## src/rtl/mas_pkg.sv

```systemverilog
`timescale 1ns / 1ps
`default_nettype none

package mas_pkg;

    localparam int MEM_BYTES = 65536;
    localparam int MEM_AW    = $clog2(MEM_BYTES);
    localparam int ROW_AW    = MEM_AW - 1;
    localparam int ROWS      = MEM_BYTES / 2;
    localparam int NREGS     = 14;
    localparam int PA_W      = 20;
    localparam int DF_BIT    = 10;

    localparam logic [3:0] MODE_IMM16 = 4'd0;
    localparam logic [3:0] MODE_IMM8  = 4'd1;
    localparam logic [3:0] MODE_REG16 = 4'd2;
    localparam logic [3:0] MODE_REG8  = 4'd3;
    localparam logic [3:0] MODE_LOAD  = 4'd4;
    localparam logic [3:0] MODE_STORE = 4'd5;
    localparam logic [3:0] MODE_STOSB = 4'd6;
    localparam logic [3:0] MODE_STOSW = 4'd7;
    localparam logic [3:0] MODE_LODSB = 4'd8;
    localparam logic [3:0] MODE_LODSW = 4'd9;
    localparam logic [3:0] MODE_MOVSB = 4'd10;
    localparam logic [3:0] MODE_MOVSW = 4'd11;

    localparam logic [3:0] REG_AX         = 4'd0;
    localparam logic [3:0] REG_SI         = 4'd6;
    localparam logic [3:0] REG_DI         = 4'd7;
    localparam logic [3:0] REG_ES         = 4'd8;
    localparam logic [3:0] REG_DS         = 4'd11;
    localparam logic [3:0] REG_FLAGS      = 4'd13;
    localparam logic [3:0] REG_COUNT      = 4'd14;
    localparam logic [3:0] BYTE_REG_COUNT = 4'd8;

    typedef enum logic [3:0] {
        OP_NOP,
        OP_IMM16,
        OP_IMM8,
        OP_REG16,
        OP_REG8,
        OP_LOAD8,
        OP_LOAD16,
        OP_STORE8,
        OP_STORE16,
        OP_STOS,
        OP_LODS,
        OP_MOVS
    } t_op_kind;

    typedef struct packed {
        t_op_kind         kind;
        logic             word;
        logic [3:0]       dst;
        logic             dst_hi;
        logic [3:0]       src;
        logic             src_hi;
        logic [15:0]      imm;
        logic [PA_W-1:0]  addr;
    } t_op;

    typedef struct packed {
        logic [15:0]      dest_value;
        logic             mem_written;
        logic [PA_W-1:0]  write_addr;
        logic [15:0]      write_data;
        logic             write_is_word;
        logic [15:0]      si_now;
        logic [15:0]      di_now;
    } t_result;

    typedef enum logic [1:0] {
        EX_CLEAR,
        EX_IDLE,
        EX_ADDR,
        EX_DATA
    } t_ex_state;

    function automatic logic [15:0] merge8(input logic [15:0] old, input logic [7:0] b,
                                           input logic hi);
        return hi ? {b, old[7:0]} : {old[15:8], b};
    endfunction

    function automatic logic [PA_W-1:0] phys(input logic [15:0] seg, input logic [15:0] off);
        return {seg, 4'h0} + {4'h0, off};
    endfunction

    function automatic logic [15:0] step_idx(input logic [15:0] v, input logic word,
                                             input logic df);
        logic [15:0] amount;
        amount = word ? 16'd2 : 16'd1;
        return df ? (v - amount) : (v + amount);
    endfunction

endpackage

`default_nettype wire

```

## src/rtl/mas_result_q.sv

```systemverilog
`timescale 1ns / 1ps
`default_nettype none

module mas_result_q
    import mas_pkg::*;
(
    input  wire logic        i_clk,
    input  wire logic        i_rst_n,
    input  wire logic        i_push,
    input  wire t_result     i_res,
    output logic [1:0]       o_level,
    output logic             o_empty,
    input  wire logic        i_pop,
    output t_result          o_res
);

    t_result    r_q [2];
    logic       r_wr_ptr;
    logic       r_rd_ptr;
    logic [1:0] r_level;
    logic       pop_ok;

    assign o_level = r_level;
    assign o_empty = (r_level == 2'd0);
    assign pop_ok  = i_pop && !o_empty;
    assign o_res   = r_q[r_rd_ptr];

    always_ff @(posedge i_clk) begin
        if (i_push) begin
            r_q[r_wr_ptr] <= i_res;
        end
    end

    always_ff @(posedge i_clk) begin
        if (!i_rst_n) begin
            r_wr_ptr <= 1'b0;
            r_rd_ptr <= 1'b0;
            r_level  <= 2'd0;
        end else begin
            if (i_push) begin
                r_wr_ptr <= !r_wr_ptr;
            end
            if (pop_ok) begin
                r_rd_ptr <= !r_rd_ptr;
            end
            case ({i_push, pop_ok})
                2'b10:   r_level <= r_level + 2'd1;
                2'b01:   r_level <= r_level - 2'd1;
                default: r_level <= r_level;
            endcase
        end
    end

endmodule

`default_nettype wire

```

## config.mk

```make
export PLATFORM = sky130hd
export DESIGN_NAME = mas_result_q
export DESIGN_NICKNAME = d
export VERILOG_FILES = /design/src/rtl/mas_pkg.sv /design/src/rtl/mas_result_q.sv
export SDC_FILE = /design/constraint.sdc
export NUM_CORES = 1
export LEC_CHECK = 0
export ABC_AREA = 1
export BUFFER_PORTS_ARGS = -buffer_cell sky130_fd_sc_hd__buf_2
export CAP_MARGIN = 15
export CORE_MARGIN = 3
export CORE_UTILIZATION = 30
export DETAILED_ROUTE_END_ITERATION = 10
export GPL_TIMING_DRIVEN = 0
export PLACE_DENSITY = 0.59
export SYNTH_ARGS = -nofsm -noshare
export SYNTH_HDL_FRONTEND = slang
export SYNTH_SLANG_ARGS = --single-unit
```

## constraint.sdc

```tcl
create_clock -name i_clk -period 13.8 [get_ports i_clk]
set_input_delay 2.76 -clock i_clk [delete_from_list [all_inputs] [get_ports i_clk]]
set_output_delay 2.76 -clock i_clk [all_outputs]
set_load 0.02 [all_outputs]
```

## Word level (Yosys, flattened, before mapping)

Memories as Yosys holds them, arrays and structs flattened. A register that Yosys moved wholly into a read port is not among the register bits.
Index checks and enable logic that the tools add are counted.

| storage, ports and cells | value |
|---|---|
| output and inout bits | 89 |
| memories kept | 1 |
| bits in writable memories | 172 |
| word-level logic and storage cells | 19 |
| input port bits | 90 |
| bits in registers | 4 |

| cells by class | value |
|---|---|
| add/subtract/negate cells | 2 |
| reductions and logical operators | 6 |
| muxes and demuxes | 5 |
| equality and inequality tests | 2 |

Memory list:

| name | depth | bits a word | rd ports | clocked after memory_dff | wr ports | line | text |
|---|---|---|---|---|---|---|---|
| r_q | 2 | 86 | 1 | 1 | 1 | mas_result_q.sv:17 | `t_result r_q [2];` |

Operators with widths:

| kind | number |
|---|---|
| $mux W1 | 4 |
| $pmux W2 S2 | 1 |
| $logic_not A1 Y1 | 3 |
| $add A2 B1 Y2 const B | 1 |
| $eq A2 B1 Y1 const B | 1 |
| $eq A2 B2 Y1 const B | 1 |
| $logic_not A2 Y1 | 1 |
| $reduce_bool A2 Y1 | 1 |
| $sub A2 B1 Y2 const B | 1 |
| $logic_and A1 B1 Y1 | 1 |

## Depth between registers and ports, before layout

| depth | value |
|---|---|
| depth in word-level cells | 5 |
| gate-level depth with buffers | 10 |
| mapped depth without buffers | 10 |

## Worst setup path before layout

OpenSTA, ideal clock, no wires.

| timing | value |
|---|---|
| path type | input to register |
| start | input port i_push |
| end | memory r_q[0][0] (netlist name), enable pin |
| stages | 2 |
| arrival time | 6423 ps |
| buffers on the path | 0 |
| path slack | 6844 ps |
| library setup time | 533 ps |
| data required time | 13267 ps |
| cell sequence | inv_1 -> nor2_1 |

| between the ends | value |
|---|---|
| cells in the longest elaborated chain, start to end | 2 |

RTL lines:

| item | line | text |
|---|---|---|
| start, declared | mas_result_q.sv:9 | `input wire logic i_push,` |
| $mux W1 | mas_result_q.sv:29 | `if (i_push) begin` |
| $mux W1 (implied by the code) | mas_result_q.sv:30 | `r_q[r_wr_ptr] <= i_res;` |
| end, declared | mas_result_q.sv:17 |  |

No other way between the ends.

==> flow_summary.json <==
{
  "slew_violations": 0,
  "drive_gt1_frac": 0.595,
  "status": "finished, final reports clean",
  "setup_tns_ps": 0,
  "yosys_warnings": 0,
  "holdPathStages": 2,
  "numCtsBuffers": 17,
  "die_x_um": 155,
  "routabilityCongestion": 0.722,
  "setup_violations": 0,
  "vias_per_cell": 4.30,
  "grt_overflow": 0,
  "grt_first_pass_wirelength_mm": 19.5,
  "max_freq_ghz": 0.226,
  "clkPwrFrac": 0.360,
  "rsz0062_at_grt": "false",
  "multi_input_area_um2": 1230,
  "maxCapViolCount": 0,
  "ant_nets": 0,
  "crit_fanout": 10,
  "post_cts_buffers": 0,
  "clk-insertion-delay-late_ps": 410,
  "worstMarginPinSlew_ps": 717,
  "seqPwrFrac": 0.487,
  "antenna_found_initial": 1,
  "synth_nets": 396,
  "synth-seq-cells": 177,
  "die_h_um": 155,
  "max-vdd-ir-drop_mv": 0.0754,
  "cts_root_buffer": "clkbuf_16",
  "drc": 0,
  "required_ps": 11040,
  "slew_headroom": 0.521,
  "path_class": "flip-flop to output pin",
  "layout.nets": 597,
  "htree_levels": 4,
  "finalClockSkew_ps": 5.51,
  "post-place-ws_ps": 9250,
  "regToRegStartpoint": "r_wr_ptr$_SDFFE_PN0P_",
  "fin_crit_sh": 0.321,
  "cts_tree": "done",
  "fin_crit_ps": 4430,
  "ys_seq_area_frac": 0.792,
  "coreArea_um2": 21400,
  "hpwlAfterDp_mm": 9.04,
  "clk_path_buf_depth": 2,
  "grt_pass1_vias": 3657,
  "wl_per_cell_um": 16.0,
  "clock_sinks": 177,
  "p_switching_mw": 0.314,
  "fillCellCount": 1956,
  "syn2layout_area_growth_pct": 28.9,
  "cts.clk_slew.worst_paths_ps": 70,
  "setup_slack_ps": 9370,
  "wl_mm": 12.7,
  "initialDrtViolationCount": 95,
  "synth_area_per_cell_um2": 21.8,
  "postPlaceCellArea_um2": 7990,
  "final_common_cell": "buf_2",
  "r2r_cells": 4,
  "pwr-share-comb": 0.153,
  "p_sw_frac": 0.243,
  "grt_usage": 0.107,
  "leakagePower_nw": 3.29,
  "first_pass_iters": 4,
  "io_buffers": 178,
  "hold_path_startpoint": "r_rd_ptr$_SDFFE_PN0P_",
  "syn_inst": 305,
  "regArea_um2": 5270,
  "holdBufCountCts": 0,
  "rows": 53,
  "p_int_mw": 0.978,
  "initial_core_util": 0.310,
  "via_count": 3419,
  "total_power_mw": 1.29,
  "fin_area_um2": 8560,
  "min_path_type": "flip-flop to flip-flop",
  "cp.arrival_ps": 1670,
  "final_cell_mix": "buf_2, edfxtp_1, mux2_2",
  "end_kind": "output pin",
  "worstSetupStartpointType": "flip-flop",
  "ios": 179,
  "grt_max_degree": 45,
  "cts_resized": 0,
  "powerDensity_nw_per_um2": 151,
  "ys_types": 16,
  "netlist_area_um2": 6650,
  "finalHoldViolations": 0,
  "design.die.area_um2": 24000
}
==> logic make-up after synthesis <==
group | after synthesis | share of synthesized area
compound gates | 2 | 0.00150
fa+ha+maj | 1 | 0.00188
buf+inv | 18 | 0.0235
flops | 177 | 0.792
mux | 86 | 0.168
simple gates | 21 | 0.0124
==> per-layer routing <==
metal | share of wire | wire length, µm | global-route usage | vias to the layer above
met1 | 0.41 | 5160 | 0.125 | 1679
met4 | 0.011 | 142 | 0.0307 | 2
met2 | 0.49 | 6210 | 0.174 | 135
li1 | - | - | - | 1586
met3 | 0.095 | 1220 | 0.0543 | 17
met5 | 0.0010 | 13 | 0 | -
==> cell type report <==
| type | instances | area share |
|---|---|---|
| Sequential cell | 177 | 0.615 |
| Multi-Input combinational cell | 110 | 0.144 |
| Timing Repair Buffer | 182 | 0.116 |
| Clock buffer | 20 | 0.0510 |
| Tap cell | 275 | 0.0402 |
| Clock inverter | 12 | 0.0155 |
| Buffer | 10 | 0.0148 |
| Inverter | 8 | 0.00380 |
| Antenna cell | 1 | 0.000292 |
==> synth_stat cells, drive strengths merged <==
cell | count | area (µm²)
nor2 | 11 | 41.3
a21oi | 1 | 5.00
mux2 | 86 | 1120
nand3 | 1 | 5.00
nand4 | 1 | 6.26
nand2 | 8 | 30.0
buf | 10 | 126
dfxtp | 5 | 100
edfxtp | 172 | 5160
o21ai | 1 | 5.00
inv | 8 | 30.0
ha | 1 | 12.5
==> worst paths after layout <==
path	slack, ps	endpoint
setup reg to reg	11890	r_q[0][72]$_DFFE_PP_
hold / removal	520	r_rd_ptr$_SDFFE_PN0P_
hold reg to reg	520	r_rd_ptr$_SDFFE_PN0P_
setup / recovery	9370	o_res[62]
==> metrics by stage <==
step / std cells / hold slack, ps / utilization
after global placement: 758 / 472 / 0.368
after global routing: 794 / 535 / 0.400
after floorplan: 305 / 452 / -
after CTS: 794 / 511 / 0.400
after detailed placement: 762 / 492 / 0.373
final: 795 / 519 / 0.400
==> sequential cells by signal, indices dropped and copies added (netlist names), named ones only <==
register / count
o_level: 2
r_q: 172
r_rd_ptr: 1
r_wr_ptr: 1
==> worst max-delay path, cell delays in order (launching register included) <==
cell,delay [ps]
dfxtp_1,320
buf_6,110
buf_8,170
buf_12,170
mux2_4,300
buf_2,170
==> power by group through the flow <==
| stage | Clock [mW] | Combinational, mW | Sequential [mW] |
|---|---|---|---|
| after floorplan | 0 | 0.131 | 0.643 |
| after global placement | 0 | 0.193 | 0.644 |
| after detailed placement | 0 | 0.202 | 0.642 |
| after CTS | 0.482 | 0.202 | 0.630 |
| after global routing | 0.506 | 0.212 | 0.632 |
| final | 0.466 | 0.197 | 0.629 |
Note: power is estimated with default switching activity, not from simulation.
