## config.mk

```make
export PLATFORM = sky130hd
export DESIGN_NAME = mas_front
export DESIGN_NICKNAME = d
export VERILOG_FILES = /design/src/rtl/mas_pkg.sv /design/src/rtl/mas_front.sv
export SDC_FILE = /design/constraint.sdc
export NUM_CORES = 1
export LEC_CHECK = 0
export ABC_AREA = 1
export BUFFER_PORTS_ARGS = -buffer_cell sky130_fd_sc_hd__buf_2
export CAP_MARGIN = 20
export CORE_MARGIN = 2
export CORE_UTILIZATION = 45
export DETAILED_ROUTE_END_ITERATION = 8
export PLACE_DENSITY = 0.7
export SYNTH_ARGS = -nofsm -noshare
export SYNTH_HDL_FRONTEND = slang
export SYNTH_SLANG_ARGS = --single-unit
```

## constraint.sdc

```tcl
create_clock -name i_clk -period 7.9 [get_ports i_clk]
set_input_delay 0.79 -clock i_clk [delete_from_list [all_inputs] [get_ports i_clk]]
set_output_delay 0.79 -clock i_clk [all_outputs]
set_load 0.1 [all_outputs]
```

## src/rtl/mas_pkg.sv

```systemverilog
`timescale 1ns / 1ps
`default_nettype none

package mas_pkg;

    localparam int MEM_BYTES = 65536;
    localparam int MEM_AW    = $clog2(MEM_BYTES);
    localparam int ROW_AW    = MEM_AW - 1;
    localparam int ROWS      = MEM_BYTES / 2;
    localparam int NREGS     = 14;
    localparam int PA_W      = 20;
    localparam int DF_BIT    = 10;

    localparam logic [3:0] MODE_IMM16 = 4'd0;
    localparam logic [3:0] MODE_IMM8  = 4'd1;
    localparam logic [3:0] MODE_REG16 = 4'd2;
    localparam logic [3:0] MODE_REG8  = 4'd3;
    localparam logic [3:0] MODE_LOAD  = 4'd4;
    localparam logic [3:0] MODE_STORE = 4'd5;
    localparam logic [3:0] MODE_STOSB = 4'd6;
    localparam logic [3:0] MODE_STOSW = 4'd7;
    localparam logic [3:0] MODE_LODSB = 4'd8;
    localparam logic [3:0] MODE_LODSW = 4'd9;
    localparam logic [3:0] MODE_MOVSB = 4'd10;
    localparam logic [3:0] MODE_MOVSW = 4'd11;

    localparam logic [3:0] REG_AX         = 4'd0;
    localparam logic [3:0] REG_SI         = 4'd6;
    localparam logic [3:0] REG_DI         = 4'd7;
    localparam logic [3:0] REG_ES         = 4'd8;
    localparam logic [3:0] REG_DS         = 4'd11;
    localparam logic [3:0] REG_FLAGS      = 4'd13;
    localparam logic [3:0] REG_COUNT      = 4'd14;
    localparam logic [3:0] BYTE_REG_COUNT = 4'd8;

    typedef enum logic [3:0] {
        OP_NOP,
        OP_IMM16,
        OP_IMM8,
        OP_REG16,
        OP_REG8,
        OP_LOAD8,
        OP_LOAD16,
        OP_STORE8,
        OP_STORE16,
        OP_STOS,
        OP_LODS,
        OP_MOVS
    } t_op_kind;

    typedef struct packed {
        t_op_kind         kind;
        logic             word;
        logic [3:0]       dst;
        logic             dst_hi;
        logic [3:0]       src;
        logic             src_hi;
        logic [15:0]      imm;
        logic [PA_W-1:0]  addr;
    } t_op;

    typedef struct packed {
        logic [15:0]      dest_value;
        logic             mem_written;
        logic [PA_W-1:0]  write_addr;
        logic [15:0]      write_data;
        logic             write_is_word;
        logic [15:0]      si_now;
        logic [15:0]      di_now;
    } t_result;

    typedef enum logic [1:0] {
        EX_CLEAR,
        EX_IDLE,
        EX_ADDR,
        EX_DATA
    } t_ex_state;

    function automatic logic [15:0] merge8(input logic [15:0] old, input logic [7:0] b,
                                           input logic hi);
        return hi ? {b, old[7:0]} : {old[15:8], b};
    endfunction

    function automatic logic [PA_W-1:0] phys(input logic [15:0] seg, input logic [15:0] off);
        return {seg, 4'h0} + {4'h0, off};
    endfunction

    function automatic logic [15:0] step_idx(input logic [15:0] v, input logic word,
                                             input logic df);
        logic [15:0] amount;
        amount = word ? 16'd2 : 16'd1;
        return df ? (v - amount) : (v + amount);
    endfunction

endpackage

`default_nettype wire

```

## src/rtl/mas_front.sv

```systemverilog
`timescale 1ns / 1ps
`default_nettype none

module mas_front
    import mas_pkg::*;
(
    input  wire logic              i_clk,
    input  wire logic              i_rst_n,
    input  wire logic              i_hold,
    input  wire logic              i_push,
    output logic                   o_full,
    input  wire logic [3:0]        i_mode,
    input  wire logic [3:0]        i_dst_reg,
    input  wire logic [3:0]        i_src_reg,
    input  wire logic              i_byte_access,
    input  wire logic [15:0]       i_imm_value,
    input  wire logic [PA_W-1:0]   i_mem_addr,
    output logic                   o_op_valid,
    output t_op                    o_op,
    input  wire logic              i_op_pop
);

    t_op        n_op;
    t_op        r_q [2];
    logic       r_wr_ptr;
    logic       r_rd_ptr;
    logic [1:0] r_level;
    logic       push_ok;

    always_comb begin
        n_op        = '0;
        n_op.kind   = OP_NOP;
        n_op.imm    = i_imm_value;
        n_op.addr   = i_mem_addr;
        unique case (i_mode) inside
            MODE_IMM16: begin
                if (i_dst_reg < REG_COUNT) begin
                    n_op.kind = OP_IMM16;
                    n_op.dst  = i_dst_reg;
                end
            end
            MODE_IMM8: begin
                if (i_dst_reg < BYTE_REG_COUNT) begin
                    n_op.kind   = OP_IMM8;
                    n_op.dst    = {2'b00, i_dst_reg[1:0]};
                    n_op.dst_hi = i_dst_reg[2];
                end
            end
            MODE_REG16: begin
                if (i_dst_reg < REG_COUNT && i_src_reg < REG_COUNT) begin
                    n_op.kind = OP_REG16;
                    n_op.dst  = i_dst_reg;
                    n_op.src  = i_src_reg;
                end
            end
            MODE_REG8: begin
                if (i_dst_reg < BYTE_REG_COUNT && i_src_reg < BYTE_REG_COUNT) begin
                    n_op.kind   = OP_REG8;
                    n_op.dst    = {2'b00, i_dst_reg[1:0]};
                    n_op.dst_hi = i_dst_reg[2];
                    n_op.src    = {2'b00, i_src_reg[1:0]};
                    n_op.src_hi = i_src_reg[2];
                end
            end
            MODE_LOAD: begin
                if (i_byte_access) begin
                    if (i_dst_reg < BYTE_REG_COUNT) begin
                        n_op.kind   = OP_LOAD8;
                        n_op.dst    = {2'b00, i_dst_reg[1:0]};
                        n_op.dst_hi = i_dst_reg[2];
                    end
                end else if (i_dst_reg < REG_COUNT) begin
                    n_op.kind = OP_LOAD16;
                    n_op.dst  = i_dst_reg;
                end
            end
            MODE_STORE: begin
                if (i_byte_access) begin
                    if (i_src_reg < BYTE_REG_COUNT) begin
                        n_op.kind   = OP_STORE8;
                        n_op.src    = {2'b00, i_src_reg[1:0]};
                        n_op.src_hi = i_src_reg[2];
                    end
                end else if (i_src_reg < REG_COUNT) begin
                    n_op.kind = OP_STORE16;
                    n_op.src  = i_src_reg;
                end
            end
            MODE_STOSB, MODE_STOSW: begin
                n_op.kind = OP_STOS;
                n_op.word = (i_mode == MODE_STOSW);
            end
            MODE_LODSB, MODE_LODSW: begin
                n_op.kind = OP_LODS;
                n_op.word = (i_mode == MODE_LODSW);
                n_op.dst  = REG_AX;
            end
            MODE_MOVSB, MODE_MOVSW: begin
                n_op.kind = OP_MOVS;
                n_op.word = (i_mode == MODE_MOVSW);
            end
            default: begin
                n_op.kind = OP_NOP;
            end
        endcase
    end

    assign o_full     = (r_level == 2'd2) || i_hold;
    assign push_ok    = i_push && !o_full;
    assign o_op_valid = (r_level != 2'd0);
    assign o_op       = r_q[r_rd_ptr];

    always_ff @(posedge i_clk) begin
        if (push_ok) begin
            r_q[r_wr_ptr] <= n_op;
        end
    end

    always_ff @(posedge i_clk) begin
        if (!i_rst_n) begin
            r_wr_ptr <= 1'b0;
            r_rd_ptr <= 1'b0;
            r_level  <= 2'd0;
        end else begin
            if (push_ok) begin
                r_wr_ptr <= !r_wr_ptr;
            end
            if (i_op_pop) begin
                r_rd_ptr <= !r_rd_ptr;
            end
            case ({push_ok, i_op_pop})
                2'b10:   r_level <= r_level + 2'd1;
                2'b01:   r_level <= r_level - 2'd1;
                default: r_level <= r_level;
            endcase
        end
    end

endmodule

`default_nettype wire

```

# Word level (Yosys, flattened, before mapping)
# Memory sizes are Yosys's and may differ from the RTL's. A register that Yosys moved wholly into a read port is not among the register bits.
# Index checks and enable logic that the tools add are counted.
# op_classes
add_sub_neg	2
mux	32
order_cmp	4
n_reduce_logical	13
n_eq_ne	14
# op_table
op	count
$mux 4	9
$pmux 4 s9	1
$pmux 4 s5	1
$mux 3	6
$eq 4x3->1 const B	4
$eq 4x4->1 const B	4
$lt 4x4->1 const B	4
$pmux 4 s3	1
$eq 4x2->1 const B	2
$mux 8	1
$mux 1	7
$pmux 1 s3	2
$reduce_or 2->1	3
$eq 2x2->1 const B	2
$eq 4x1->1 const B	1
$logic_not 4->1	1
$mux 2	2
$pmux 2 s2	1
$reduce_bool 2->1	2
$logic_and 1x1->1	3
$logic_not 1->1	3
$add 2x1->2 const B	1
$eq 2x1->1 const B	1
$pmux 1 s2	1
2 further kinds	2
# word_totals
ff_bits	4
out_inout_bits	53
ramBits	102
mem_count	1
word_cells	69
# mem_list
name	depth	word_bits	rd	rd_clocked_by_memory_dff	write_ports	line	source
r_q	2	51	1	1	1	mas_front.sv:24	t_op r_q [2];

# Longest topological paths before layout
# depth
ltp_word	6
depth_mapped	8

# Worst setup path before layout
# Ideal clock, no wire load.
# synth_path
path_type	input to register
startpoint	input port i_hold
endpoint	memory r_q[0][0] in the netlist's numbering (enable)
t_required_ns	7.440
setup_time_ns	0.460
cell_stages	3
arrival_ns	3.147
setup_slack_ns	4.293
n_path_buf	0
cell_sequence	inv_1 > nand3_1 > nor2_1
# synth_via
elab_chain_cells	5
# synth_rtl
element	line	source
start, declared	mas_front.sv:9	input wire logic i_hold,
$logic_or 1x1->1	mas_front.sv:108	assign o_full = (r_level == 2'd2) || i_hold;
$logic_not 1->1	mas_front.sv:109	assign push_ok = i_push && !o_full;
$logic_and 1x1->1	mas_front.sv:109	
$mux 1	mas_front.sv:114	if (push_ok) begin
$mux 1 (implied by the code)	mas_front.sv:115	r_q[r_wr_ptr] <= n_op;
end, declared	mas_front.sv:24	
# Every way passes these cells.

==> flow_metrics.env <==
export IMPL_grt_pass1_vias=2525
export IMPL_cts_tree="yes"
export IMPL_post_cts_setup_buffers=0
export IMPL_drc_errors=0
export IMPL_stdcell_count=528
export IMPL_crit_path_top_delay_cell="buf_4"
export IMPL_clock_sinks=107
export IMPL_start_util_pct=46.5
export IMPL_routedWlPerCell_um=14.9
export IMPL_critPathLaunchType="register"
export IMPL_relSlewSlack_pct=49.1
export IMPL_holdBufCountCts=0
export IMPL_path_buf_inv=2
export IMPL_grtUsageTotal_pct=15.2
export IMPL_top_level_ports=107
export IMPL_fin_crit_sh_pct=36.7
export IMPL_outcome="finished clean"
export IMPL_core_region_area_um2=9280
export IMPL_setup_tns_ns=0
export IMPL_ys_seq_area_share_pct=73.2
export IMPL_ctsResizeCount=0
export IMPL_viasPerCell=4.87
export IMPL_hold_path_class="register to register"
export IMPL_max_vdd_ir_drop_mv=0.0796
export IMPL_syn_cell_area_um2=4320
export IMPL_p_leak_nw=1.98
export IMPL_synth_fp_nets=335
export IMPL_path_class="register to primary output"
export IMPL_worst_slack_ns=5.00
export IMPL_portBuffers=106
export IMPL_area_growth_synth_to_final_pct=20.3
export IMPL_fin_crit_ns=2.90
export IMPL_post_dp_cell_area_um2=5020
export IMPL_max_freq_mhz=345
export IMPL_dpl_hpwl_um=5480
export IMPL_drt_total_wl_um=7860
export IMPL_worstMarginPinSlew_ns=0.761
export IMPL_most_common_layout_cells="buf_2 (106), edfxtp_1 (102), mux2_2 (51), nand2_1 (25)"
export IMPL_root_buffer="clkbuf_8"
export IMPL_ys_ff_latch=107
export IMPL_arrival_ns=2.11
export IMPL_die_area_um2=10400
export IMPL_die_w_um=102
export IMPL_crit_family="buffers and inverters"
export IMPL_clk_latency_ns=0.35
export IMPL_fin_util_pct=56.0
export IMPL_dr_pass1_iters=4
export IMPL_finClkSkew_ns=0.0117
export IMPL_synth_avg_cell_area_um2=15.4
export IMPL_fp_dieH_um=102
export IMPL_final_nets=449
export IMPL_vias=2570
export IMPL_maxCapViolations=0
export IMPL_path_clk_slew_ns=0.10
export IMPL_grt_max_degree=41
export IMPL_finalMaxSlewViolations=0
export IMPL_place_ws_ns=5.20
export IMPL_setup_violations_final=0
export IMPL_final_common_cell="buf_2"
export IMPL_cp_cell_sequence="buf_4, mux2_2, buf_2"
export IMPL_numCtsBuffers=9
export IMPL_power_density_nw_per_um2=237
export IMPL_fill_cells=804
export IMPL_critPathMaxStageDelay_ns=0.52
export IMPL_h_tree_depth=3
export IMPL_synth_warnings=0
export IMPL_critical_path_required_ns=7.11
export IMPL_grt_pass1_wl_um=12000
export IMPL_antenna_found_initial=0
export IMPL_gp_congestion=0.861
export IMPL_grt_overflow=0
export IMPL_critPathMaxFanout=40
export IMPL_syn_instance_count=280
export IMPL_finalHoldViolCount=0
export IMPL_yosys_cell_types_count=20
export IMPL_diodes=0
export IMPL_num_rows=35
export IMPL_ant_nets=0
export IMPL_drive_gt1_share_pct=47.9
export IMPL_cp_end_kind="primary output"
export IMPL_cts_buffer_depth=2
export IMPL_fin_area_um2=5200
export IMPL_drt_iter0_drc=118
export IMPL_placed_cells=512
export IMPL_rsz0062_at_grt="false"
[where the power goes]
part	internal [mW]	switching, mW
Sequential	0.648	0.00726
Clock	0.116	0.180
Combinational	0.0542	0.226
[worst min-delay path: stages (launching register included)]
cell and delay, ns:
dfxtp_1 0.32, inv_1 0.07, a21oi_1 0.06
[through the flow]
stage          hold slack [ns]  power [mW]
2_1_floorplan            0.458       0.898
3_3_place_gp             0.467       0.947
3_5_place_dp             0.476       0.950
4_1_cts                  0.492        1.24
5_1_grt                  0.542        1.28
6_report                 0.489        1.23
[sequential cells by signal, summed over array words and instances (netlist names), named ones only]
signal,flops
r_level,2
r_rd_ptr,1
r_wr_ptr,1
r_q,102
[layout make-up]
class	instances	area [um^2]	share of cell area (%)
inverters	21	78.8	1.52
well taps	129	161	3.10
repair buffers	109	553	10.6
clock buffers	9	124	2.38
multi-input cells	146	1060	20.5
flip-flops and latches	107	3160	60.9
clock inverters	7	52.6	1.01
[cells in the mapped netlist]
cell	n	share of area, %
nand3_2	3	0.69
nor3_1	1	0.12
nand3_1	16	1.9
edfxtp_1	102	71
mux2_2	51	13
nand2_1	25	2.2
nand3b_1	1	0.17
ha_1	1	0.29
inv_1	19	1.7
a31oi_1	2	0.29
nor2_1	21	1.8
a21oi_1	6	0.69
nor2_4	3	0.78
dfxtp_1	5	2.3
buf_2	6	0.69
inv_2	2	0.17
nand2_2	3	0.43
nor2_2	3	0.43
nand4_1	3	0.43
o21ai_0	7	0.81
[path summary, 6_finish.rpt]
kind | from | endpoint | slack, ns | cells after the start
setup / recovery | register | o_op[45] | 5.00 | 3
hold / removal | r_level[1] | r_level[1] | 0.49 | 2
setup reg to reg | r_level[0] | r_q[0][1] | 5.68 | 5
hold reg to reg | r_level[1] | r_level[1] | 0.49 | 2
[kinds of logic (layout without fill, tap and decap cells)]
kind of cell    Yosys count  after routing  synth area share [%]
compound gates           15             15                  1.79
simple gates             79             79                  8.92
buf+inv                  27            146                  2.52
fa+ha+maj                 1              1                 0.289
flops                   107            107                  73.2
mux                      51             51                  13.3
[metal layers]
metal  vias to the layer above  routed length, um  track usage, %
met1                      1224               3250            17.4
li1                       1251                  -               -
met5                         -                  0               0
met2                        85               3990            27.3
met4                         0                 91            5.03
met3                        10                520            4.79
Power figures use the tool's default switching activity.
